--- config.mk ---
export PLATFORM = sky130hd
export DESIGN_NAME = tmr_shade
export DESIGN_NICKNAME = d
export VERILOG_FILES = /design/src/sv/tmr_pkg.sv /design/src/sv/tmr_shade.sv
export SDC_FILE = /design/constraint.sdc
export NUM_CORES = 1
export LEC_CHECK = 0
export ABC_AREA = 1
export BUFFER_PORTS_ARGS = -buffer_cell sky130_fd_sc_hd__buf_2
export CAP_MARGIN = 20
export CORE_AREA = 2 2 39 41
export DETAILED_ROUTE_END_ITERATION = 10
export DIE_AREA = 0 0 41 43
export PLACE_DENSITY = 0.81
export SYNTH_ARGS = -nofsm -noshare
export SYNTH_HDL_FRONTEND = slang
export SYNTH_SLANG_ARGS = --single-unit
--- constraint.sdc ---
create_clock -name vclk -period 1.1
set_input_delay 0.11 -clock vclk [all_inputs]
set_output_delay 0.11 -clock vclk [all_outputs]
set_load 0.01 [all_outputs]
--- src/sv/tmr_pkg.sv ---
// Package for the tile-map pixel renderer: store sizes, register map, opcodes,
// sequencer states, shared structs and the grey-level table.
// No dependencies.
package tmr_pkg;

	localparam int BANK_BYTES    = 8192;
	localparam int PALETTE_BYTES = 64;
	localparam int BANK_AW       = $clog2(BANK_BYTES);
	localparam int VRAM_DEPTH    = 2 * BANK_BYTES;
	localparam int VRAM_AW       = $clog2(VRAM_DEPTH);
	localparam int PAL_AW        = $clog2(PALETTE_BYTES);

	// APB register map, byte address = 4 * index
	localparam int CFG_AW = 5;
	localparam logic [2:0] REG_LCD_CONTROL  = 3'd0;
	localparam logic [2:0] REG_SCROLL_X     = 3'd1;
	localparam logic [2:0] REG_SCROLL_Y     = 3'd2;
	localparam logic [2:0] REG_WINDOW_X     = 3'd3;
	localparam logic [2:0] REG_WINDOW_Y     = 3'd4;
	localparam logic [2:0] REG_MONO_PALETTE = 3'd5;
	localparam logic [2:0] REG_COLOR_MODE   = 3'd6;

	localparam logic [7:0] LCD_CONTROL_RST  = 8'h91;
	localparam logic [7:0] MONO_PALETTE_RST = 8'hFC;

	// lcd_control bits
	localparam int LCD_DISPLAY_EN = 7;
	localparam int LCD_WIN_MAP    = 6;
	localparam int LCD_WIN_EN     = 5;
	localparam int LCD_TILE_MODE  = 4;
	localparam int LCD_BG_MAP     = 3;

	// attribute bits
	localparam int ATTR_PRIO  = 7;
	localparam int ATTR_YFLIP = 6;
	localparam int ATTR_XFLIP = 5;
	localparam int ATTR_BANK  = 3;

	// signed tile addressing: 0x0800 + (tile ^ 0x80) * 16, in 16-byte blocks
	localparam logic [8:0] TILE_SIGNED_BASE = 9'h080;
	localparam logic [7:0] TILE_SIGN_FLIP   = 8'h80;
	localparam logic [2:0] WIN_X_OFFSET     = 3'h7;

	typedef enum logic [1:0] {
		OP_VRAM_WR = 2'd0,
		OP_PAL_WR  = 2'd1,
		OP_RENDER  = 2'd2,
		OP_NONE    = 2'd3
	} opcode_t;

	typedef enum logic [3:0] {
		ST_IDLE,
		ST_MAP,
		ST_ATTR,
		ST_LO,
		ST_HI,
		ST_PAL0,
		ST_PAL1,
		ST_PAL2,
		ST_DONE
	} state_t;

	typedef struct packed {
		logic [7:0] lcd_control;
		logic [7:0] scroll_x;
		logic [7:0] scroll_y;
		logic [7:0] window_x;
		logic [7:0] window_y;
		logic [7:0] mono_palette;
		logic       color_mode;
	} cfg_t;

	// operands handed from the sequencer to the shade stage
	typedef struct packed {
		logic       white;
		logic       color;
		logic       win;
		logic [1:0] idx;
		logic [7:0] attr;
		logic [7:0] pal_lo;
		logic [7:0] pal_hi;
		logic [7:0] mono_palette;
	} pix_ops_t;

	typedef struct packed {
		logic [7:0] red;
		logic [7:0] green;
		logic [7:0] blue;
		logic [1:0] shade_index;
		logic       bg_priority;
		logic       from_window;
	} pix_t;

	function automatic logic [7:0] grey_of(input logic [1:0] shade);
		logic [7:0] g;
		unique case (shade)
			2'd0: g = 8'hFF;
			2'd1: g = 8'hAA;
			2'd2: g = 8'h55;
			2'd3: g = 8'h00;
			default: g = 8'h00;
		endcase
		return g;
	endfunction

endpackage

--- src/sv/tmr_shade.sv ---
// Final colour stage: mono shade through the palette register, or a 15-bit
// colour word split into 8-bit channels. Depends on tmr_pkg.
module tmr_shade
	import tmr_pkg::*;
(
	input  pix_ops_t ops,
	output pix_t     pix
);

	logic [15:0] cw;
	logic [1:0]  shade;

	assign cw = {ops.pal_hi, ops.pal_lo};

	always_comb begin
		unique case (ops.idx)
			2'd0: shade = ops.mono_palette[1:0];
			2'd1: shade = ops.mono_palette[3:2];
			2'd2: shade = ops.mono_palette[5:4];
			2'd3: shade = ops.mono_palette[7:6];
			default: shade = 2'd0;
		endcase
	end

	always_comb begin
		priority if (ops.white) begin
			pix.red         = 8'hFF;
			pix.green       = 8'hFF;
			pix.blue        = 8'hFF;
			pix.shade_index = 2'd0;
			pix.bg_priority = 1'b0;
			pix.from_window = 1'b0;
		end else if (ops.color) begin
			pix.red         = {cw[4:0], 3'b000};
			pix.green       = {cw[9:5], 3'b000};
			pix.blue        = {cw[14:10], 3'b000};
			pix.shade_index = ops.idx;
			pix.bg_priority = ops.attr[ATTR_PRIO];
			pix.from_window = ops.win;
		end else begin
			pix.red         = grey_of(shade);
			pix.green       = grey_of(shade);
			pix.blue        = grey_of(shade);
			pix.shade_index = shade;
			pix.bg_priority = 1'b0;
			pix.from_window = ops.win;
		end
	end

endmodule

==> flow_summary.ini <==
[status]
status = completed

[synth]
synth_simple_gate_area_share_pct = 62.1
synth_compound_area_share_pct = 6.99
synth-adder-area-share_pct = 0
syn_area_per_cell_um2 = 4.54
postSynthCellCount = 75
yosysUniqueCellTypes = 10
synth_top_cells_by_area = nand2_1 40%, buf_4 18%, inv_1 12%, nand3_1 8.8%, nor2_1 6.6%
ys_seq_area_share_pct = 0
synth.cell_area_um2 = 340
synth_nets = 112
synthMuxAreaShare_pct = 0
synth_top_area_cell = nand2_1
synth_top_family_by_area = simple AND/OR/NAND/NOR gates
ys_warn_count = 0
yosysTopAreaCellShare_pct = 39.7
yosys.area_share.xor_xnor_pct = 0

[grt]
grt_usage_pct = 11.8
grt-ovfl-total = 0
grt_pass1_wl_um = 1600
grt_pass1_vias = 430
grt_max_degree = 17
antenna_found_initial = 0

[place]
placement.io_buffers = 57
place_inst = 140
routabilityCongestion = 0.619
dp_hpwl_um = 944
placed_area_um2 = 589

[final_layout]
num-clock-buffers = 0
syn_to_final_growth_pct = 78.3
layout_commonest_cell = buf_2
final_cell_mix = 56 x buf_2, 35 x nand2_1, 10 x inv_1
finalNetCount = 163
drive_gt1_share_pct = 53.2
flops_and_latches = 0
fin_cells = 140
stdcell_area_um2 = 607
seq_area_um2 = 0
n_antenna_cell = 0

[detailed_routing]
drc = 0
vias = 576
viasPerCell = 4.11
drt-pass1-iter-count = 4
detail_route.wl_per_cell_um = 7.74
drt-total-wl_um = 1080
drt.antenna.violating_nets = 0
drt_iter0_drc = 7

[worst_hold_path]
hp-class = input port to output port

[critical_path]
worst_ep_arrival_time_ps = 880
critPathMaxStageDelay_ps = 150
crit_start = ops[32]
start_kind = input port
crit_top_cell = inv_1
cp.required_ps = 990
setup.worst_path.end = pix[21]
cpMaxStageDelayCell = clkbuf_4
crit_type = input port to output port
path_cells = clkbuf_4, inv_1, nand3_1, nand3_2, nand2_2, nand2_4, inv_1, buf_2
worstSetupEndpointType = output port
worstPathMaxFanout = 10

[sta]
tightest_slew_ps = 214
rsz0062_at_grt = false
fin_crit_sh_pct = 90.0
hold_violations = 0
fmax_ghz = 1.01
max_slew_margin_pct = 85.7
slew_violations = 0
setup_tns_ps = 0
fin_hold_ws_ps = 495
finalSetupViolCount = 0
fin_crit_ps = 990

[floorplanning]
ios = 65
fp-row-count = 14
dieHeight_um = 43
initial_core_util_pct = 24.6
die_x_um = 41
coreArea_um2 = 1380
die_area_um2 = 1760

[power]
internal_power_uw = 138
cellPowerDensity_nw_per_um2 = 514
pwr-share-comb_pct = 100.0
p_sw_share_pct = 55.7
p_switching_uw = 174
leakagePower_nw = 0.410
clkPwrFrac_pct = 0
ir_drop_mv = 0.208
p_seq_share_pct = 0

[clock_tree]
postCtsHoldBufs = 0

[run]
maxCapViolCount = 0
==> cell families after synthesis <==
family,Yosys count
AND/OR/NAND/NOR,51
buffers and inverters,20
AO/OA/AOI/OAI,4
==> cell usage after synthesis, drive strengths merged <==
cell type / instances
nand2: 39
clkbuf: 1
a21oi: 4
buf: 8
nand3: 6
nor2: 6
inv: 11
==> power groups by stage <==
| stage | logic [mW] | registers (mW) | clock network, mW |
|---|---|---|---|
| final | 0.312 | 0 | 0 |
| after global routing | 0.353 | 0 | 0 |
| after CTS | 0.308 | 0 | 0 |
| after detailed placement | 0.306 | 0 | 0 |
| after global placement | 0.302 | 0 | 0 |
| after floorplan | 0.187 | 0 | 0 |
==> layer usage <==
metal	part of all wire [%]	routed length, um	global-route usage (%)
met1	38	413	15.5
met2	53	572	21.6
met3	9.0	97	0
met4	0	0	0
met5	0	0	0
==> worst min-delay path by stage <==
stage,start,to,cells after the start
after floorplan,ops[36],pix[0],1
after global placement,ops[19],pix[26],4
after detailed placement,ops[19],pix[26],4
after CTS,ops[19],pix[26],4
after global routing,ops[9],pix[19],4
final,ops[19],pix[26],4
==> stage by stage <==
| step | utilization [%] | setup slack [ps] | total power, mW |
|---|---|---|---|
| floorplan | - | 59.0 | 0.187 |
| global placement | 42.6 | 24.1 | 0.302 |
| detailed placement | 42.6 | -4.69 | 0.306 |
| CTS | 42.8 | 31.0 | 0.308 |
| global route | 43.9 | 6.88 | 0.353 |
| finish | 43.9 | 110 | 0.312 |
==> cell type report <==
type	instances	area [um^2]
inverters	11	41.3
multi-input cells	55	250
repair buffers	58	295
fillers	161	777
well taps	16	20.0
==> worst max-delay path, delay by kind of cell <==
family                 cells  cell delay [ps]
AND/OR/NAND/NOR            4              350
buffers and inverters      4              430
==> timing repair <==
| item | CTS | global route |
|---|---|---|
| buffers inserted | 0 | 0 |
| resized for setup | 1 | 5 |
| setup endpoints to repair | 6 | 11 |
No activity file was read; power rests on OpenSTA's default activity.
