==> config.mk <==
export PLATFORM = sky130hd
export DESIGN_NAME = tmr_regs
export DESIGN_NICKNAME = d
export VERILOG_FILES = /design/src/sv/tmr_pkg.sv /design/src/sv/tmr_regs.sv
export SDC_FILE = /design/constraint.sdc
export NUM_CORES = 1
export LEC_CHECK = 0
export ABC_AREA = 1
export ABC_CLOCK_PERIOD_IN_PS = 2250
export BUFFER_PORTS_ARGS = -buffer_cell sky130_fd_sc_hd__clkbuf_2
export CORE_MARGIN = 2
export CORE_UTILIZATION = 51
export CTS_CLUSTER_SIZE = 20
export DETAILED_ROUTE_END_ITERATION = 16
export GPL_ROUTABILITY_DRIVEN = 0
export PLACE_DENSITY_LB_ADDON = 0.05
export SLEW_MARGIN = 20
export SYNTH_ARGS = -nofsm -noshare
export SYNTH_HDL_FRONTEND = slang
export SYNTH_SLANG_ARGS = --single-unit
==> constraint.sdc <==
create_clock -name clk -period 2.25 [get_ports clk]
set_clock_uncertainty 0.15 [all_clocks]
set_input_delay 0.1125 -clock clk [delete_from_list [all_inputs] [get_ports clk]]
set_output_delay 0.1125 -clock clk [all_outputs]
set_load 0.1 [all_outputs]
==> src/sv/tmr_pkg.sv <==
// Package for the tile-map pixel renderer: store sizes, register map, opcodes,
// sequencer states, shared structs and the grey-level table.
// No dependencies.
package tmr_pkg;

	localparam int BANK_BYTES    = 8192;
	localparam int PALETTE_BYTES = 64;
	localparam int BANK_AW       = $clog2(BANK_BYTES);
	localparam int VRAM_DEPTH    = 2 * BANK_BYTES;
	localparam int VRAM_AW       = $clog2(VRAM_DEPTH);
	localparam int PAL_AW        = $clog2(PALETTE_BYTES);

	// APB register map, byte address = 4 * index
	localparam int CFG_AW = 5;
	localparam logic [2:0] REG_LCD_CONTROL  = 3'd0;
	localparam logic [2:0] REG_SCROLL_X     = 3'd1;
	localparam logic [2:0] REG_SCROLL_Y     = 3'd2;
	localparam logic [2:0] REG_WINDOW_X     = 3'd3;
	localparam logic [2:0] REG_WINDOW_Y     = 3'd4;
	localparam logic [2:0] REG_MONO_PALETTE = 3'd5;
	localparam logic [2:0] REG_COLOR_MODE   = 3'd6;

	localparam logic [7:0] LCD_CONTROL_RST  = 8'h91;
	localparam logic [7:0] MONO_PALETTE_RST = 8'hFC;

	// lcd_control bits
	localparam int LCD_DISPLAY_EN = 7;
	localparam int LCD_WIN_MAP    = 6;
	localparam int LCD_WIN_EN     = 5;
	localparam int LCD_TILE_MODE  = 4;
	localparam int LCD_BG_MAP     = 3;

	// attribute bits
	localparam int ATTR_PRIO  = 7;
	localparam int ATTR_YFLIP = 6;
	localparam int ATTR_XFLIP = 5;
	localparam int ATTR_BANK  = 3;

	// signed tile addressing: 0x0800 + (tile ^ 0x80) * 16, in 16-byte blocks
	localparam logic [8:0] TILE_SIGNED_BASE = 9'h080;
	localparam logic [7:0] TILE_SIGN_FLIP   = 8'h80;
	localparam logic [2:0] WIN_X_OFFSET     = 3'h7;

	typedef enum logic [1:0] {
		OP_VRAM_WR = 2'd0,
		OP_PAL_WR  = 2'd1,
		OP_RENDER  = 2'd2,
		OP_NONE    = 2'd3
	} opcode_t;

	typedef enum logic [3:0] {
		ST_IDLE,
		ST_MAP,
		ST_ATTR,
		ST_LO,
		ST_HI,
		ST_PAL0,
		ST_PAL1,
		ST_PAL2,
		ST_DONE
	} state_t;

	typedef struct packed {
		logic [7:0] lcd_control;
		logic [7:0] scroll_x;
		logic [7:0] scroll_y;
		logic [7:0] window_x;
		logic [7:0] window_y;
		logic [7:0] mono_palette;
		logic       color_mode;
	} cfg_t;

	// operands handed from the sequencer to the shade stage
	typedef struct packed {
		logic       white;
		logic       color;
		logic       win;
		logic [1:0] idx;
		logic [7:0] attr;
		logic [7:0] pal_lo;
		logic [7:0] pal_hi;
		logic [7:0] mono_palette;
	} pix_ops_t;

	typedef struct packed {
		logic [7:0] red;
		logic [7:0] green;
		logic [7:0] blue;
		logic [1:0] shade_index;
		logic       bg_priority;
		logic       from_window;
	} pix_t;

	function automatic logic [7:0] grey_of(input logic [1:0] shade);
		logic [7:0] g;
		unique case (shade)
			2'd0: g = 8'hFF;
			2'd1: g = 8'hAA;
			2'd2: g = 8'h55;
			2'd3: g = 8'h00;
			default: g = 8'h00;
		endcase
		return g;
	endfunction

endpackage

==> src/sv/tmr_regs.sv <==
// APB configuration registers of the renderer.
// Depends on tmr_pkg.
module tmr_regs
	import tmr_pkg::*;
(
	input  logic              clk,
	input  logic              arst_n,
	input  logic              psel,
	input  logic              penable,
	input  logic              pwrite,
	input  logic [CFG_AW-1:0] paddr,
	input  logic [31:0]       pwdata,
	output logic [31:0]       prdata,
	output logic              pready,
	output cfg_t              cfg
);

	cfg_t       cfg_q;
	logic       wr_en;
	logic [2:0] reg_sel;

	assign pready  = 1'b1;
	assign wr_en   = psel && penable && pwrite && pready;
	assign reg_sel = paddr[CFG_AW-1:2];
	assign cfg     = cfg_q;

	always_ff @(posedge clk or negedge arst_n) begin
		if (!arst_n) begin
			cfg_q.lcd_control  <= LCD_CONTROL_RST;
			cfg_q.scroll_x     <= '0;
			cfg_q.scroll_y     <= '0;
			cfg_q.window_x     <= '0;
			cfg_q.window_y     <= '0;
			cfg_q.mono_palette <= MONO_PALETTE_RST;
			cfg_q.color_mode   <= 1'b0;
		end else if (wr_en) begin
			unique case (reg_sel)
				REG_LCD_CONTROL:  cfg_q.lcd_control  <= pwdata[7:0];
				REG_SCROLL_X:     cfg_q.scroll_x     <= pwdata[7:0];
				REG_SCROLL_Y:     cfg_q.scroll_y     <= pwdata[7:0];
				REG_WINDOW_X:     cfg_q.window_x     <= pwdata[7:0];
				REG_WINDOW_Y:     cfg_q.window_y     <= pwdata[7:0];
				REG_MONO_PALETTE: cfg_q.mono_palette <= pwdata[7:0];
				REG_COLOR_MODE:   cfg_q.color_mode   <= pwdata[0];
				default: ;
			endcase
		end
	end

	always_comb begin
		unique case (reg_sel)
			REG_LCD_CONTROL:  prdata = {24'h0, cfg_q.lcd_control};
			REG_SCROLL_X:     prdata = {24'h0, cfg_q.scroll_x};
			REG_SCROLL_Y:     prdata = {24'h0, cfg_q.scroll_y};
			REG_WINDOW_X:     prdata = {24'h0, cfg_q.window_x};
			REG_WINDOW_Y:     prdata = {24'h0, cfg_q.window_y};
			REG_MONO_PALETTE: prdata = {24'h0, cfg_q.mono_palette};
			REG_COLOR_MODE:   prdata = {31'h0, cfg_q.color_mode};
			default:          prdata = 32'h0;
		endcase
	end

endmodule

==> results of run 1 <==
[final cells by class]
class	instances	area [sq um]
clock buffer	7	86.3
timing repair buffer	83	586
sequential	49	1240
multi-input combinational	263	1320
inverter	20	80.1
fill	521	2010
clock inverter	1	30.0
tap	72	90.1
[timing repair]
| item | CTS | global route |
|---|---|---|
| buffers inserted | 0 | 0 |
| endpoints found under the hold margin | 58 | 0 |
| hold buffers | 9 | 0 |
[through the flow]
step                total power (W)  util, %  setup slack [ps]  cell area, sq um  std cells
finish                      0.00408     63.0               487              3430        495
global route                0.00422     63.0               363              3430        495
CTS                         0.00410     63.0               478              3430        495
detailed placement          0.00343     59.2               472              3220        478
global placement            0.00342     59.2               474              3220        478
floorplan                   0.00306        -               136              2920        372
[worst min-delay path, cell delays in order]
cell and delay, ps:
clkbuf_2 110, inv_1 90, nor2_4 60, nand3_1 80, o21ai_1 60
[power by group]
part	switching (W)	internal (W)	leakage (nW)
logic	0.00190	0.000321	1.17
clock network	0.000296	0.000363	0.0585
registers	0.000135	0.00107	0.613
[how the worst max path moves through the flow]
| stage | start | end | slack [ps] | cells past startpoint |
|---|---|---|---|---|
| after floorplan | cfg[0] | prdata[0] | 140 | 4 |
| final | paddr[2] | prdata[0] | 490 | 8 |
| after CTS | paddr[2] | prdata[0] | 480 | 8 |
| after global placement | paddr[2] | prdata[0] | 470 | 8 |
| after global routing | paddr[2] | prdata[4] | 360 | 8 |
| after detailed placement | paddr[2] | prdata[0] | 470 | 8 |
[layer usage]
metal  GRT usage [%]  share of wire [%]  up-vias
li1                -                  -     1238
met2            40.0                 51       90
met4            5.26               0.33        0
met3            4.02                6.0        2
met1            33.4                 43     1233
met5               0                  0        -
[layout by cell type, fill, tap and decap left out, drive strengths merged]
master and count:
inv 20, clkbuf 71, bufinv 1, buf 10
nand3 35, nor2 18, dfrtp 40, nand4 18
dfstp 9, conb 25, nand2 118, o21ai 49
dlygate4sd3 9
[cells in the mapped netlist]
master,instances
nand2_1,113
dfrtp_1,40
nand3_1,31
o21ai_0,30
buf_4,27
nand4_1,18
inv_1,17
o21ai_1,11
nor2_1,10
dfstp_2,9
o21ai_2,8
buf_2,7
nor2_4,5
buf_6,3
clkbuf_1,3
nand2_2,3
nand3_4,3
nor2_8,3
conb_1,2
inv_2,2
nand2_4,2
inv_6,1
nand3_2,1
[kinds of logic after synthesis]
logic type      Yosys count  synth area share, %
compound gates           49                 9.72
flops                    49                 43.7
buf+inv                  60                 12.8
simple gates            189                 33.5
other cells               2                0.265
==> key figures, run 1 <==
Synthesis
  • Share of Yosys cell area claimed by the top area cell type: 35.3%
  • Top post-synthesis cells by area: dfrtp_1 35%, nand2_1 15%, dfstp_2 8.3%
  • Mean Syn Cell Area: 8.12 sq um
  • Mapped Area: 2830 sq um
  • Yosys warns: 0
  • Flop and latch count out of synthesis: 49
  • Cell variety after synth: 23
  • Register area share after synthesis: 43.7%
  • Post-synth top area cell: dfrtp_1
  • Cells after Synth: 349

CTS
  • TritonCTS Buffers: 5
  • H-tree levels: 2
  • Max Buffers Root-to-Sink: 2
  • Root Driver: clkbuf_8
  • CTS tree: yes
  • Worst-path clk slew: 90 ps
  • Post_cts resized: 0
  • CTS sink cnt: 49
  • Worst skew pair latency: 300 ps

STA
  • WHS: 103 ps
  • Final setup TNS: 0 ps
  • Max_slew headroom: 50.8%
  • F_max: 567 MHz
  • Worst-Margin Slew: 737 ps
  • Final Hold Fails: 0
  • Final worst-path cycle share: 78.3%
  • RSZ-0062 raised after global routing: false
  • Setup Viol. Count Final: 0
  • Period minus WS final: 1760 ps
  • Final Max Slew Viols: 0

Worst setup path
  • Reg2reg path depth: 2
  • CP Data Arrival Time: 1500 ps
  • WS Path Type: input port to output pin
  • WP buf/inv: 3
  • Reg2reg start: cfg[4]
  • Largest stage delay, worst path: 450 ps
  • Cell family contributing the most delay on the critical path: buffers and inverters
  • Reg2reg setup slack: 1330 ps
  • Worst reg2reg path endpoint: cfg[4]
  • Req. time, crit path: 1990 ps
  • CP endpoint kind: output pin
  • CP Max Fanout: 20
  • Cell chain of the critical path: clkbuf_2 -> inv_2 -> nor2_8 -> nand2_1 -> nor2_1 -> nor2_1 -> nand2_1 -> buf_12
  • CP max stage cell: clkbuf_2
  • CP Launch Type: input port

Place
  • Detailed Place HPWL: 4.98 mm
  • PortBufs: 72

Cells and area
  • P&R area growth vs syn: 21.0%
  • Final nets: 464
  • # diodes: 0
  • Share of layout cells above drive strength 1: 27.9%
  • Number of flip-flops under the largest register name: 49

Die
  • Io pins: 124
  • Die height: 78.5 microns
  • Die footprint: 6170 sq um
  • Row Count: 27
  • Initial Utilization: 52.1%
  • CORE AREA: 5440 sq um
  • Die width: 78.5 microns

GRT
  • GRT Resource Usage Total: 24.2%
  • Largest net degree at the start of global routing: 37
  • Overflow after GRT: 0
  • Number of global-route vias before repair: 2,308
  • Initial antenna violation count: 0
  • First-pass GRT wire length: 11.7 mm

Hold path
  • Worst hold path depth: 5
  • Beginning of the worst hold path: pwrite
  • Worst min path class: input port to flop
  • WHS Endpoint: cfg[0]

Power
  • Peak VDD IR: 0.789 mV
  • Leakage: 1.84 nW
  • P per Cell Area: 1190 nW/um^2

Drt
  • Total iterations of the first detailed-routing run: 4
  • Drt wl/cell: 14.5 microns
  • ANT nets after route: 0
  • Via/cell ratio: 5.18
  • DRC: 0
  • WL final: 7.18 mm
  • DRC marker count from the first detailed-route iteration: 186
  • DR vias: 2,563

Run
  • Max_cap viols: 0

Status
  • Outcome: finished, final reports clean
No activity file was read; power rests on OpenSTA's default activity.
==> run 2: changes to the inputs <==
--- a/config.mk
+++ b/config.mk
@@ -6,10 +6,10 @@
 export NUM_CORES = 1
 export LEC_CHECK = 0
 export ABC_AREA = 1
-export ABC_CLOCK_PERIOD_IN_PS = 2250
+export ABC_CLOCK_PERIOD_IN_PS = 1700
 export BUFFER_PORTS_ARGS = -buffer_cell sky130_fd_sc_hd__clkbuf_2
 export CORE_MARGIN = 2
-export CORE_UTILIZATION = 51
+export CORE_UTILIZATION = 48
 export CTS_CLUSTER_SIZE = 20
 export DETAILED_ROUTE_END_ITERATION = 16
 export GPL_ROUTABILITY_DRIVEN = 0
==> constraint.sdc (replaced) <==
create_clock -name clk -period 1.7 [get_ports clk]
set_clock_uncertainty 0.15 [all_clocks]
set_input_delay 0.085 -clock clk [delete_from_list [all_inputs] [get_ports clk]]
set_output_delay 0.085 -clock clk [all_outputs]
set_load 0.1 [all_outputs]
==> key figures, run 2 (synthesized netlist as in run 1, its figures left out) <==
Worst setup path
  • CP Max Fanout: 3 (was 20)
  • Req. time, crit path: 1460 ps (was 1990 ps)
  • Reg2reg path depth: 2 (unchanged)
  • CP Data Arrival Time: 1390 ps (was 1500 ps)
  • CP Launch Type: flop (was input port)
  • Reg2reg setup slack: 730 ps (was 1330 ps)
  • CP endpoint kind: output pin (unchanged)
  • Worst reg2reg path endpoint: cfg[3] (was cfg[4])
  • WS Path Type: flop to output pin (was input port to output pin)
  • Reg2reg start: cfg[3] (was cfg[4])

Power
  • Peak VDD IR: 0.823 mV (was 0.789 mV)
  • Leakage: 1.80 nW (was 1.84 nW)
  • Pwr Total: 0.00530 W (was 0.00408 W)
  • P per Cell Area: 1490 nW/um^2 (was 1190 nW/um^2)

Status
  • Outcome: finished, final reports clean (unchanged)

Cells and area
  • P&R area growth vs syn: 25.4% (was 21.0%)
  • Commonest non-fill, non-tap cell in the layout: nand2_1 (unchanged)
  • Share of layout cells above drive strength 1: 40.0% (was 27.9%)
  • # diodes: 0 (unchanged)
  • Util after Layout: 63.4% (was 63.0%)
  • Number of flip-flops under the largest register name: 49 (unchanged)
  • Area of the multi-input gates: 1370 sq um (was 1320 sq um)
  • FILL cells: 526 (was 521)
  • Final nets: 468 (was 464)
  • Register area: 1290 sq um (was 1240 sq um)
  • Most frequent cells in the layout: 105 x nand2_1, 64 x clkbuf_2, 40 x dfrtp_2 (was 113 x nand2_1, 64 x clkbuf_2, 40 x dfrtp_1)

Die
  • CORE AREA: 5610 sq um (was 5440 sq um)
  • Die footprint: 6530 sq um (was 6170 sq um)
  • Die height: 80.8 microns (was 78.5 microns)
  • Io pins: 124 (unchanged)
  • Initial Utilization: 50.5% (was 52.1%)
  • Die width: 80.8 microns (was 78.5 microns)
  • Row Count: 27 (unchanged)

STA
  • Period minus WS final: 1620 ps
  • Final setup TNS: 0 ps (unchanged)
  • Final Hold Fails: 0 (unchanged)
  • Worst-Margin Slew: 547 ps (was 737 ps)
  • F_max: 616 MHz
  • Final Max Slew Viols: 0 (unchanged)
  • RSZ-0062 raised after global routing: false (unchanged)
  • Max_slew headroom: 63.7% (was 50.8%)
  • Final worst-path cycle share: 95.4%
  • Setup Viol. Count Final: 0 (unchanged)

Drt
  • DRC marker count from the first detailed-route iteration: 179 (was 186)
  • Total iterations of the first detailed-routing run: 4 (unchanged)
  • Via/cell ratio: 5.16 (was 5.18)
  • WL final: 7.49 mm (was 7.18 mm)
  • DRC: 0 (unchanged)
  • ANT nets after route: 0 (unchanged)
  • Drt wl/cell: 15.0 microns (was 14.5 microns)
  • DR vias: 2,573 (was 2,563)

CTS
  • Root Driver: clkbuf_8 (unchanged)
  • H-tree levels: 2 (unchanged)
  • CTS tree: yes (unchanged)
  • CTS sink cnt: 49 (unchanged)
  • TritonCTS Buffers: 5 (unchanged)
  • Setup repair bufs after CTS: 0 (unchanged)
  • Max Buffers Root-to-Sink: 2 (unchanged)
  • Worst-path clk slew: 90 ps (about the same)
  • Worst skew pair latency: 300 ps (about the same)

GRT
  • Overflow after GRT: 0 (unchanged)
  • GRT Resource Usage Total: 23.9% (was 24.2%)
  • First-pass GRT wire length: 11.8 mm (was 11.7 mm)
  • Initial antenna violation count: 0 (unchanged)
  • Largest net degree at the start of global routing: 50 (was 37)
  • Number of global-route vias before repair: 2,357 (was 2,308)

Hold path
  • Beginning of the worst hold path: pwrite (unchanged)
  • WHS Endpoint: cfg[0] (unchanged)
  • Worst hold path depth: 5 (unchanged)
  • Worst min path class: input port to flop (unchanged)

Place
  • Detailed Place HPWL: 5.33 mm (was 4.98 mm)
  • PortBufs: 72 (unchanged)

Run
  • Max_cap viols: 0 (unchanged)
-- run 2: changes by cell type in the layout (fill, tap and decap cells not counted), sizes merged --
cell,previous run,this run
buf,10,14
clkinv,0,1
bufinv,1,0
-- run 2: worst max-delay path, stage by stage (launching register included) --
cell,delay (ps)
dfrtp_2,430
nand3_1,90
nand2_1,70
nor2_1,240
nand2_4,80
buf_12,170
-- run 2: final cells by class --
type	instances	area share [%]
timing repair buffer	87	18.0
multi-input combinational	263	38.7
clock buffer	7	2.15
inverter	20	2.25
tap	72	2.54
clock inverter	1	0.141
sequential	49	36.2
-- run 2: worst max-delay path by stage --
stage                     startpoint  depth (start not counted)  slack, ps   endpoint
after detailed placement    paddr[4]                          6        210    cfg[22]
after global routing         cfg[14]                          5         10  prdata[5]
after CTS                    cfg[20]                          5         40  prdata[3]
after global placement      paddr[3]                          7        210     cfg[1]
after floorplan              cfg[41]                          4        0.5  prdata[0]
final                        cfg[16]                          5         80  prdata[7]
-- run 2: per-stage QoR --
stage | instances | worst slack (ps) | hold WS (ps) | cell area (sq um)
5_1_grt | 499 | 11.7 | 138 | 3550
2_1_floorplan | 372 | 0.534 | -361 | 3020
3_5_place_dp | 482 | 211 | -42.9 | 3380
6_report | 499 | 77.4 | 68.1 | 3550
3_3_place_gp | 482 | 213 | -56.1 | 3380
4_1_cts | 499 | 44.1 | 69.3 | 3550
-- run 2: power by group --
part	internal, W	switching, W
clock	0.000290	0.000392
sequential	0.00144	0.000182
combinational	0.000453	0.00254
-- run 2: timing repair --
item                                    4_1_cts  5_1_grt
gates resized for setup                       0        2
hold buffers                                  9        0
hold endpoints to repair                     89        0
endpoints found under the setup margin        0        2
-- run 2: metal layers --
metal  up-vias  track usage, %  share of wire [%]
met1      1215            32.7                 43
met5         -               0                  0
met4         0            6.44                1.6
met3        11            4.22                6.9
li1       1250               -                  -
met2        97            39.3                 49
