### config.mk
export PLATFORM = sky130hd
export DESIGN_NAME = tmr_ram
export DESIGN_NICKNAME = d
export VERILOG_FILES = /design/src/sv/tmr_ram.sv
export SDC_FILE = /design/constraint.sdc
export NUM_CORES = 1
export LEC_CHECK = 0
export ABC_CLOCK_PERIOD_IN_PS = 2590
export BUFFER_PORTS_ARGS = -buffer_cell sky130_fd_sc_hd__buf_2
export CAP_MARGIN = 10
export CORE_ASPECT_RATIO = 1.1
export CORE_MARGIN = 3
export CORE_UTILIZATION = 35
export DETAILED_ROUTE_END_ITERATION = 10
export PLACE_DENSITY = 0.48
export SETUP_SLACK_MARGIN = 0.1
export SYNTH_ARGS = -nofsm -noshare
export SYNTH_HDL_FRONTEND = slang
export SYNTH_SLANG_ARGS = --single-unit
### constraint.sdc
create_clock -name clk -period 2.59 [get_ports clk]
set_input_delay 0.3885 -clock clk [delete_from_list [all_inputs] [get_ports clk]]
set_output_delay 0.3885 -clock clk [all_outputs]
set_load 0.02 [all_outputs]
### src/sv/tmr_ram.sv
// Generic single-port RAM, registered read.
// No dependencies.
module tmr_ram #(
	parameter int WIDTH = 8,
	parameter int DEPTH = 64
) (
	input  logic                     clk,
	input  logic                     we,
	input  logic [$clog2(DEPTH)-1:0] addr,
	input  logic [WIDTH-1:0]         wdata,
	output logic [WIDTH-1:0]         rdata
);

	logic [WIDTH-1:0] mem_q [DEPTH];

	always_ff @(posedge clk) begin
		if (we) begin
			mem_q[addr] <= wdata;
		end
		rdata <= mem_q[addr];
	end

endmodule

==> results.py, run 1 <==
metrics = {
    "min_path": {
        "min_to": "mem_q[49][7]",
        "worstHoldPathCells": 1,
        "worstHoldPathType": "in -> reg",
        "hp-start": "wdata[7]",
    },
    "logic_synthesis": {
        "synth.largest_area_cell": "edfxtp_1",
        "synth_nets": 1187,
        "synth-warning-count": 0,
        "ys_ff_latch": 520,
        "avgSynthCellArea_um2": 17.46,
        "synth.distinct_cells": 56,
        "ys_seq_area_share_pct": 75.97,
        "synth.cell_area_mm2": 0.02045,
        "syn_inst": 1171,
        "netlist.area_leader.share_pct": 75.18,
        "synth_edf_count": 512,
        "synth_area_leaders": "edfxtp_1 75%, mux4_2 4.5%, mux2i_1 3.1%, nor2_1 1.5%, a22oi_1 1.5%",
        "ys.flop_type": "edfxtp_1",
        "synth-async-reset-ratio_pct": 0,
    },
    "clocking": {
        "ctsHoldBuffers": 0,
        "clkTransAtPathRegs_ns": 0.07,
        "htree_num_levels": 2,
        "cts_buffer_depth": 3,
        "cts.sinks": 520,
        "cts-resized-gates": 0,
        "clockRootBuffer": "clkbuf_16",
        "post_cts_buffers": 0,
        "insertion_delay_ns": 0.59,
        "cts_tree": "yes",
        "cts_buffers": 53,
    },
    "setup_path": {
        "cpMaxStageDelayCell": "o311ai_0",
        "cp.buffers_inverters": 3,
        "start_kind": "input port",
        "rr_startpoint": "mem_q[55][3]",
        "r2r_slack_ns": 0.27,
        "cp_cell_sequence": "buf_4 > buf_12 > nor2_1 > a22oi_1 > and3_1 > o311ai_0 > buf_4 > or4_1",
        "cp_slowest_stage_delay_ns": 0.76,
        "critPathArrivalTime_ns": 2.91,
        "cpMostUsedCell": "buf_4",
        "rr_endpoint": "rdata[3]",
        "critPathCaptureType": "register",
        "path_max_fanout": 13,
        "startpoint": "addr[1]",
        "rr_worst_depth": 7,
        "cp_data_required_time_ns": 3.13,
        "path_class": "in -> reg",
        "cp_top_family": "simple AND/OR/NAND/NOR gates",
    },
    "power_and_ir_drop": {
        "pwr_density_cell_mw_per_mm2": 733.9,
        "ir_drop_uv": 498.3,
        "leakagePower_nw": 8.378,
    },
    "sta": {
        "post-route-period-util_pct": 91.55,
        "whs_ns": 0.3127,
        "hold_violations": 0,
        "tns_ns": 0,
        "report.final.slew_viol_count": 0,
        "slew_headroom_pct": 40.24,
        "timing.fmax_ghz": 0.4218,
        "worst_slew_pin_slew_ns": 0.8930,
        "layout_min_cycle_time_ns": 2.371,
        "report.final.setup_viol": 0,
        "clock_skew_ns": 0.008462,
        "grt_setup_unrepaired": "false",
    },
    "finish": {
        "multi_input_area_mm2": 0.004517,
        "register_area_mm2": 0.01553,
        "layout.cells.most_common_list": "512 x edfxtp_1, 203 x buf_4, 80 x nor2_1",
        "num-nets-final": 1408,
        "fillCellCount": 5122,
        "finish.instance_area_mm2": 0.02485,
        "layout_commonest_cell": "edfxtp_1",
        "drive_gt1_share_pct": 27.23,
        "postLayoutCoreUtil_pct": 43.17,
        "area_growth_syn_to_layout_pct": 21.49,
        "antennaDiodeCount": 0,
    },
    "grt": {
        "antenna_found_initial": 0,
        "grt_max_degree": 65,
        "overflow": 0,
        "grt_pass1_vias": 11750,
        "grt_pass1_wl_mm": 84.64,
        "grtUsageTotal_pct": 18.86,
    },
    "route": {
        "route.detailed.drc": 0,
        "wl_per_cell_um": 26.64,
        "drt-pass1-iter-count": 6,
        "vias_per_cell": 5.379,
        "via_count": 11770,
        "ant_nets": 0,
        "drt-total-wl_mm": 58.28,
        "drt_iter0_markers": 1091,
    },
    "floorplanning": {
        "dieArea_mm2": 0.06137,
        "core_area_mm2": 0.05756,
        "initial_core_util_pct": 35.53,
        "row_count": 92,
        "die_w_um": 236.5,
        "io_pins": 24,
        "die_h_um": 259.5,
    },
    "job": {
        "maxCapViolCount": 0,
    },
    "place": {
        "place_congestion": 0.8436,
        "place_area_mm2": 0.02310,
        "dp_hpwl_mm": 39.86,
        "port_buffers": 23,
    },
    "status": {
        "status": "finished clean",
    },
}
[power by group]
group | switching (mW) | internal, mW
logic | 0.717 | 0.453
registers | 0.0358 | 9.31
clock network | 3.25 | 4.47
total | 4.00 | 14.2
[metal layers]
layer | vias up | GRT usage, % | share of wire (%)
met1 | 6148 | 26.05 | 44
met4 | 0 | 4.587 | 2.2
met2 | 338 | 31.47 | 49
met3 | 79 | 2.890 | 4.9
li1 | 5204 | - | -
met5 | - | 0 | 0
[worst max-delay path by stage]
stage | endpoint | depth (start not counted)
5_1_grt | rdata[3] | 8
4_1_cts | rdata[3] | 8
3_3_place_gp | rdata[3] | 8
3_5_place_dp | rdata[3] | 8
2_1_floorplan | mem_q[13][0] | 7
6_report | rdata[3] | 8
[cell families after synthesis]
| kind of cell | Yosys count | share of synthesized area (%) |
|---|---|---|
| buf+inv | 84 | 1.982 |
| simple gates | 229 | 5.715 |
| flops | 520 | 75.97 |
| compound gates | 222 | 8.076 |
| mux | 116 | 8.260 |
[final cells by class]
cell class	instances	area share, %
sequential	520	62.53
clock inverter	40	1.596
multi-input combinational	567	18.18
timing repair buffer	247	8.435
inverter	3	0.04532
tap	752	3.787
clock buffer	59	5.429
[state kept, by name, summed over array words and instances, names as in the netlist]
register and count:
rdata 8, mem_q 512
[cell usage after synthesis, drive strengths merged (2+ instances only)]
cell	count
nand2	45
or3b	5
clkbuf	36
a222oi	3
nand4	3
a22oi	40
mux4	41
o22a	11
mux2i	63
mux2	12
o32ai	3
and3	9
nor3b	3
o2bb2ai	7
or4b	2
nand3	8
a221oi	21
a32oi	7
a211oi	6
nand2b	24
a211o	3
or2	2
nor4	3
a31oi	15
o21ai	11
o31ai	5
a221o	11
or4	3
edfxtp	512
nor2b	8
and2	10
a21oi	28
o221ai	9
a22o	10
dfxtp	8
o22ai	22
inv	3
a21o	4
nor2	82
and4	6
nand3b	12
and3b	2
buf	45
o311ai	2
[through the flow]
step | setup WS (ns) | cells | total power [mW]
after floorplan | 0.1027 | 1171 | 10.04
after global placement | -0.4642 | 2089 | 10.70
after detailed placement | -0.5152 | 2089 | 10.71
after CTS | 0.1190 | 2188 | 18.42
after global routing | 0.1495 | 2188 | 18.82
final | 0.2190 | 2188 | 18.23
Power figures use the tool's default switching activity.
==> inputs of run 2 (changes only) <==
Settings changed: CORE_MARGIN 3 to 1.
==> run 2 against run 1 <==
  * Register-to-register slack improved by 0.07 ns
  * Non-clock buffer count up 19
  * First-iteration DRC count shrank 4.9%
  * Die area decreased by 3.2%
  * Critical endpoint is now rdata[7]
  * Largest cell class unchanged
  * Highest routed layer unchanged
==> results.py, run 2 (synthesized netlist as in run 1, its figures left out) <==
metrics = {
    "grt": {
        "grt_pass1_vias": 11950,
        "grt_pass1_wl_mm": 84.35,
        "antenna_found_initial": 0,
        "grtUsageTotal_pct": 19.72,
        "overflow": 0,
        "grt_max_degree": 65,
    },
    "setup_path": {
        "critPathCaptureType": "register",
        "path_class": "reg -> reg",
        "critPathArrivalTime_ns": 2.73,
        "path_max_fanout": 1,
        "start_kind": "register",
        "cp_data_required_time_ns": 3.06,
    },
    "sta": {
        "clock_skew_ns": 0.008755,
        "worst_slew_pin_slew_ns": 1.176,
        "layout_min_cycle_time_ns": 2.255,
        "timing.fmax_ghz": 0.4435,
        "report.final.setup_viol": 0,
        "post-route-period-util_pct": 87.06,
        "whs_ns": 0.3239,
        "report.final.slew_viol_count": 0,
        "grt_setup_unrepaired": "false",
        "slew_headroom_pct": 21.46,
        "hold_violations": 0,
    },
    "route": {
        "drt-total-wl_mm": 57.71,
        "vias_per_cell": 5.301,
        "route.detailed.drc": 0,
        "ant_nets": 0,
        "drt_iter0_markers": 1037,
        "wl_per_cell_um": 26.17,
        "drt-pass1-iter-count": 5,
        "via_count": 11690,
    },
    "finish": {
        "largest_register_ffs": 512,
        "multi_input_area_mm2": 0.004517,
        "layout_commonest_cell": "edfxtp_1",
        "area_growth_syn_to_layout_pct": 21.65,
        "num-nets-final": 1427,
        "reg.largest.list": "mem_q: 512 flops, rdata: 8 flops",
        "drive_gt1_share_pct": 27.25,
        "register_area_mm2": 0.01553,
        "finish.instance_area_mm2": 0.02488,
        "antennaDiodeCount": 0,
        "layout.cells.most_common_list": "512 x edfxtp_1, 226 x buf_4, 80 x nor2_1",
        "regMostFlops": "mem_q",
        "fillCellCount": 5120,
    },
    "clocking": {
        "cts-resized-gates": 0,
        "ctsHoldBuffers": 0,
        "clkTransAtPathRegs_ns": 0.06,
        "cts_tree": "yes",
        "cts_buffer_depth": 3,
        "htree_num_levels": 2,
        "cts.sinks": 520,
        "post_cts_buffers": 0,
        "cts_buffers": 53,
        "insertion_delay_ns": 0.60,
        "clockRootBuffer": "clkbuf_16",
    },
    "power_and_ir_drop": {
        "pwr_density_cell_mw_per_mm2": 723.8,
        "leakagePower_nw": 8.423,
        "ir_drop_uv": 431.5,
        "report.power.total_mw": 18.01,
    },
    "floorplanning": {
        "io_pins": 24,
        "core_area_mm2": 0.05756,
        "die_w_um": 232.5,
        "dieArea_mm2": 0.05940,
        "die_h_um": 255.5,
        "row_count": 92,
        "initial_core_util_pct": 35.53,
    },
    "status": {
        "status": "finished clean",
    },
    "place": {
        "place_area_mm2": 0.02319,
        "place_congestion": 0.8156,
        "dp_hpwl_mm": 38.64,
        "port_buffers": 23,
    },
    "min_path": {
        "worstHoldPathType": "in -> reg",
    },
    "job": {
        "maxCapViolCount": 0,
    },
}
[run 2: cell count changes in the layout (fill, tap and decap cells not counted), moves of 2 or more]
cell / before / now
clkbuf_16: 53 / 55
bufinv_16: 7 / 5
buf_4: 203 / 226
clkinv_1: 7 / 14
clkinvlp_4: 5 / 0
buf_12: 23 / 19
clkbuf_1: 6 / 11
clkinv_2: 17 / 11
[run 2: through the flow]
step | setup slack [ns] | util (%) | setup TNS, ns | instances
after CTS | 0.3165 | 43.22 | 0 | 2205
after global routing | 0.2500 | 43.22 | 0 | 2205
after global placement | -0.2407 | 40.30 | -0.5382 | 2108
after floorplan | 0.1027 | - | 0 | 1171
final | 0.3351 | 43.22 | 0 | 2205
after detailed placement | -0.2618 | 40.30 | -0.6919 | 2108
[run 2: per-layer routing]
layer / part of all wire (%) / global-route usage (%) / up-vias
li1: - / - / 5234
met1: 44 / 27.08 / 6105
met2: 50 / 33.33 / 291
met3: 4.4 / 2.730 / 58
met4: 1.4 / 3.940 / 0
met5: 0 / 0 / -
[run 2: worst max-delay path: stages, from the launching register on]
cell and delay, ns:
edfxtp_1 0.35, mux2_1 0.32, mux4_2 0.47, o21ai_1 0.20
buf_4 0.15, o2111ai_1 0.12, or4b_1 0.52
[run 2: where the power goes]
group | total, mW | switching, mW | internal [mW] | leakage [nW]
Sequential | 9.35 | 0.0307 | 9.32 | 4.67
Combinational | 1.19 | 0.723 | 0.467 | 2.92
Clock | 7.47 | 3.12 | 4.35 | 0.831
Total | 18.0 | 3.87 | 14.1 | 8.42
[run 2: final timing paths]
path	from	to	slack (ns)	depth (start not counted)
max	mem_q[2][7]	rdata[7]	0.34	6
min	wdata[1]	mem_q[3][1]	0.32	1
max reg2reg	mem_q[2][7]	rdata[7]	0.34	6
min reg2reg	mem_q[3][2]	rdata[2]	0.65	3
[run 2: layout make-up]
class | count | area share [%]
Sequential cell | 520 | 62.45
Multi-Input combinational cell | 567 | 18.16
Timing Repair Buffer | 266 | 8.797
Clock buffer | 66 | 5.699
Tap cell | 752 | 3.782
Clock inverter | 31 | 1.071
Inverter | 3 | 0.04527
==> inputs of run 3 (changes only) <==
--- a/config.mk
+++ b/config.mk
@@ -7,5 +7,4 @@
 export LEC_CHECK = 0
 export ABC_CLOCK_PERIOD_IN_PS = 2590
-export BUFFER_PORTS_ARGS = -buffer_cell sky130_fd_sc_hd__buf_2
 export CAP_MARGIN = 10
 export CORE_ASPECT_RATIO = 1.1
@@ -13,6 +12,8 @@
 export CORE_UTILIZATION = 35
 export DETAILED_ROUTE_END_ITERATION = 10
+export DONT_BUFFER_PORTS = 1
 export PLACE_DENSITY = 0.48
 export SETUP_SLACK_MARGIN = 0.1
+export SLEW_MARGIN = 30
 export SYNTH_ARGS = -nofsm -noshare
 export SYNTH_HDL_FRONTEND = slang
==> constraint.sdc (replaced) <==
create_clock -name clk -period 2.59 [get_ports clk]
set_input_delay 0.3885 -clock clk [delete_from_list [all_inputs] [get_ports clk]]
set_output_delay 0.3885 -clock clk [all_outputs]
set_load 0.1 [all_outputs]
==> run 3 against run 2 <==
  * Register-to-register slack got worse by 0.13 ns
  * Total power shrank 2.2%
  * Sequential power about the same
  * Setup slack worse by 0.18 ns
  * Largest cell class unchanged
  * First-iteration DRC count is 4.4% lower
  * Highest routed layer unchanged
  * Clock-buffer cell count grew 2
  * Clock skew rose by 0.021 ns
  * Largest power group unchanged
  * Clock power shrank 3.3%
  * Fmax decreased by 7.3%
  * Utilization down 1.8 points
  * Sequential share of layout area rose by 2.7 points
  * Design area fell by 4.1%
==> results.py, run 3 (synthesized netlist as in run 1, its figures left out) <==
metrics = {
    "status": {
        "status": "finished clean",
    },
    "floorplanning": {
        "initial_core_util_pct": 35.53,
        "row_count": 92,
        "die_w_um": 232.5,
        "core_area_mm2": 0.05756,
        "die_h_um": 255.5,
        "io_pins": 24,
        "dieArea_mm2": 0.05940,
    },
    "finish": {
        "num-nets-final": 1298,
        "multi_input_area_mm2": 0.004524,
        "finish.instance_area_mm2": 0.02385,
        "area_growth_syn_to_layout_pct": 16.63,
        "stdcell_count": 2075,
        "antennaDiodeCount": 0,
        "reg.largest.list": "mem_q: 512 flops, rdata: 8 flops",
        "register_area_mm2": 0.01553,
        "layout.cells.most_common_list": "512 x edfxtp_1, 127 x buf_4, 80 x nor2_1",
        "largest_register_ffs": 512,
        "postLayoutCoreUtil_pct": 41.44,
        "regMostFlops": "mem_q",
        "drive_gt1_share_pct": 19.80,
        "layout_commonest_cell": "edfxtp_1",
        "fillCellCount": 5216,
    },
    "sta": {
        "clock_skew_ns": 0.02927,
        "report.final.slew_viol_count": 0,
        "grt_setup_unrepaired": "false",
        "report.final.setup_viol": 0,
        "layout_min_cycle_time_ns": 2.433,
        "timing.fmax_ghz": 0.4111,
        "tns_ns": 0,
        "slew_headroom_pct": 41.03,
        "worst_slew_pin_slew_ns": 0.8836,
        "worst_slack_ns": 0.1572,
        "post-route-period-util_pct": 93.93,
        "hold_violations": 0,
    },
    "job": {
        "maxCapViolCount": 0,
    },
    "setup_path": {
        "start_kind": "input port",
        "critPathArrivalTime_ns": 2.89,
        "cp_data_required_time_ns": 3.05,
        "cp_cell_sequence": "nand2b_1 > o22ai_1 > o31ai_1 > o2111ai_1 > or4b_1",
        "path_max_fanout": 124,
        "path_class": "in -> reg",
        "cp_slowest_stage_delay_ns": 0.61,
        "cp_top_family": "simple AND/OR/NAND/NOR gates",
        "r2r_slack_ns": 0.21,
        "cp.buffers_inverters": 0,
        "critPathCaptureType": "register",
        "cpMaxStageDelayCell": "or4b_1",
    },
    "place": {
        "place_area_mm2": 0.02202,
        "port_buffers": 0,
        "place_congestion": 0.8377,
        "dp_hpwl_mm": 34.30,
        "post-place-ws_ns": -0.2664,
        "placedCellCount": 1972,
    },
    "grt": {
        "grtUsageTotal_pct": 19.23,
        "antenna_found_initial": 1,
        "grt_pass1_vias": 11460,
        "overflow": 0,
        "grt_pass1_wl_mm": 82.08,
        "grt_max_degree": 152,
    },
    "power_and_ir_drop": {
        "pwr_density_cell_mw_per_mm2": 738.2,
        "ir_drop_uv": 476.0,
        "leakagePower_nw": 7.776,
    },
    "clocking": {
        "cts.sinks": 520,
        "cts_buffer_depth": 3,
        "insertion_delay_ns": 0.61,
        "cts_buffers": 52,
        "post_cts_buffers": 0,
        "htree_num_levels": 2,
        "clockRootBuffer": "clkbuf_16",
        "cts_tree": "yes",
        "clkTransAtPathRegs_ns": 0.06,
    },
    "route": {
        "drt-total-wl_mm": 56.72,
        "wl_per_cell_um": 27.34,
        "drt_iter0_markers": 991,
        "drt-pass1-iter-count": 7,
        "ant_nets": 0,
        "vias_per_cell": 5.425,
        "via_count": 11260,
        "route.detailed.drc": 0,
    },
    "min_path": {
        "worstHoldPathType": "in -> reg",
    },
}
==> run 3: changes by cell type in the layout (fill, tap and decap cells not counted), moves of 2 or more <==
| cell | delta |
|---|---|
| clkinv_1 | +2 |
| clkinv_2 | -4 |
| bufinv_16 | -2 |
| buf_2 | -20 |
| buf_12 | -16 |
| clkbuf_1 | +3 |
| buf_16 | +8 |
| buf_4 | -99 |
==> run 3: cell type report <==
cell class | instances | share of cell area [%]
clock buffer | 68 | 5.886
clock inverter | 27 | 0.8446
inverter | 3 | 0.04721
multi-input combinational | 567 | 18.97
sequential | 520 | 65.13
tap | 752 | 3.945
timing repair buffer | 138 | 5.173
==> run 3: timing repair <==
item,CTS,global route
gates resized for setup,0,0
endpoints found under the hold margin,512,0
hold buffers,8,0
==> run 3: final timing paths <==
| kind | cells past startpoint | to | start |
|---|---|---|---|
| max | 5 | rdata[7] | addr[1] |
| min | 1 | mem_q[19][6] | wdata[6] |
| max reg2reg | 5 | rdata[7] | mem_q[21][7] |
| min reg2reg | 3 | rdata[0] | mem_q[3][0] |
==> run 3: metal layers <==
layer / share of wire [%] / track usage (%)
met3: 4.6 / 3.053
met4: 3.0 / 5.991
met5: 0 / 0
met2: 48 / 31.09
met1: 44 / 26.53
==> run 3: power breakdown <==
group / total [mW] / internal [mW] / switching (mW)
sequential: 9.35 / 9.31 / 0.0334
clock: 7.22 / 4.10 / 3.13
combinational: 1.04 / 0.356 / 0.679
total: 17.6 / 13.8 / 3.84
==> run 3: worst register-to-register path: stages, from the launching register on <==
cell and delay, ns:
edfxtp_1 0.37, mux2i_1 0.19, o22ai_1 0.11, o31ai_1 0.58
o2111ai_1 0.37, or4b_1 0.61
==> run 3: per-stage QoR <==
step	total power, mW	hold slack, ns
CTS	17.78	0.07548
detailed placement	10.38	0.4969
global route	18.09	0.1198
global placement	10.38	0.4961
finish	17.61	0.1679
floorplan	10.16	0.4874
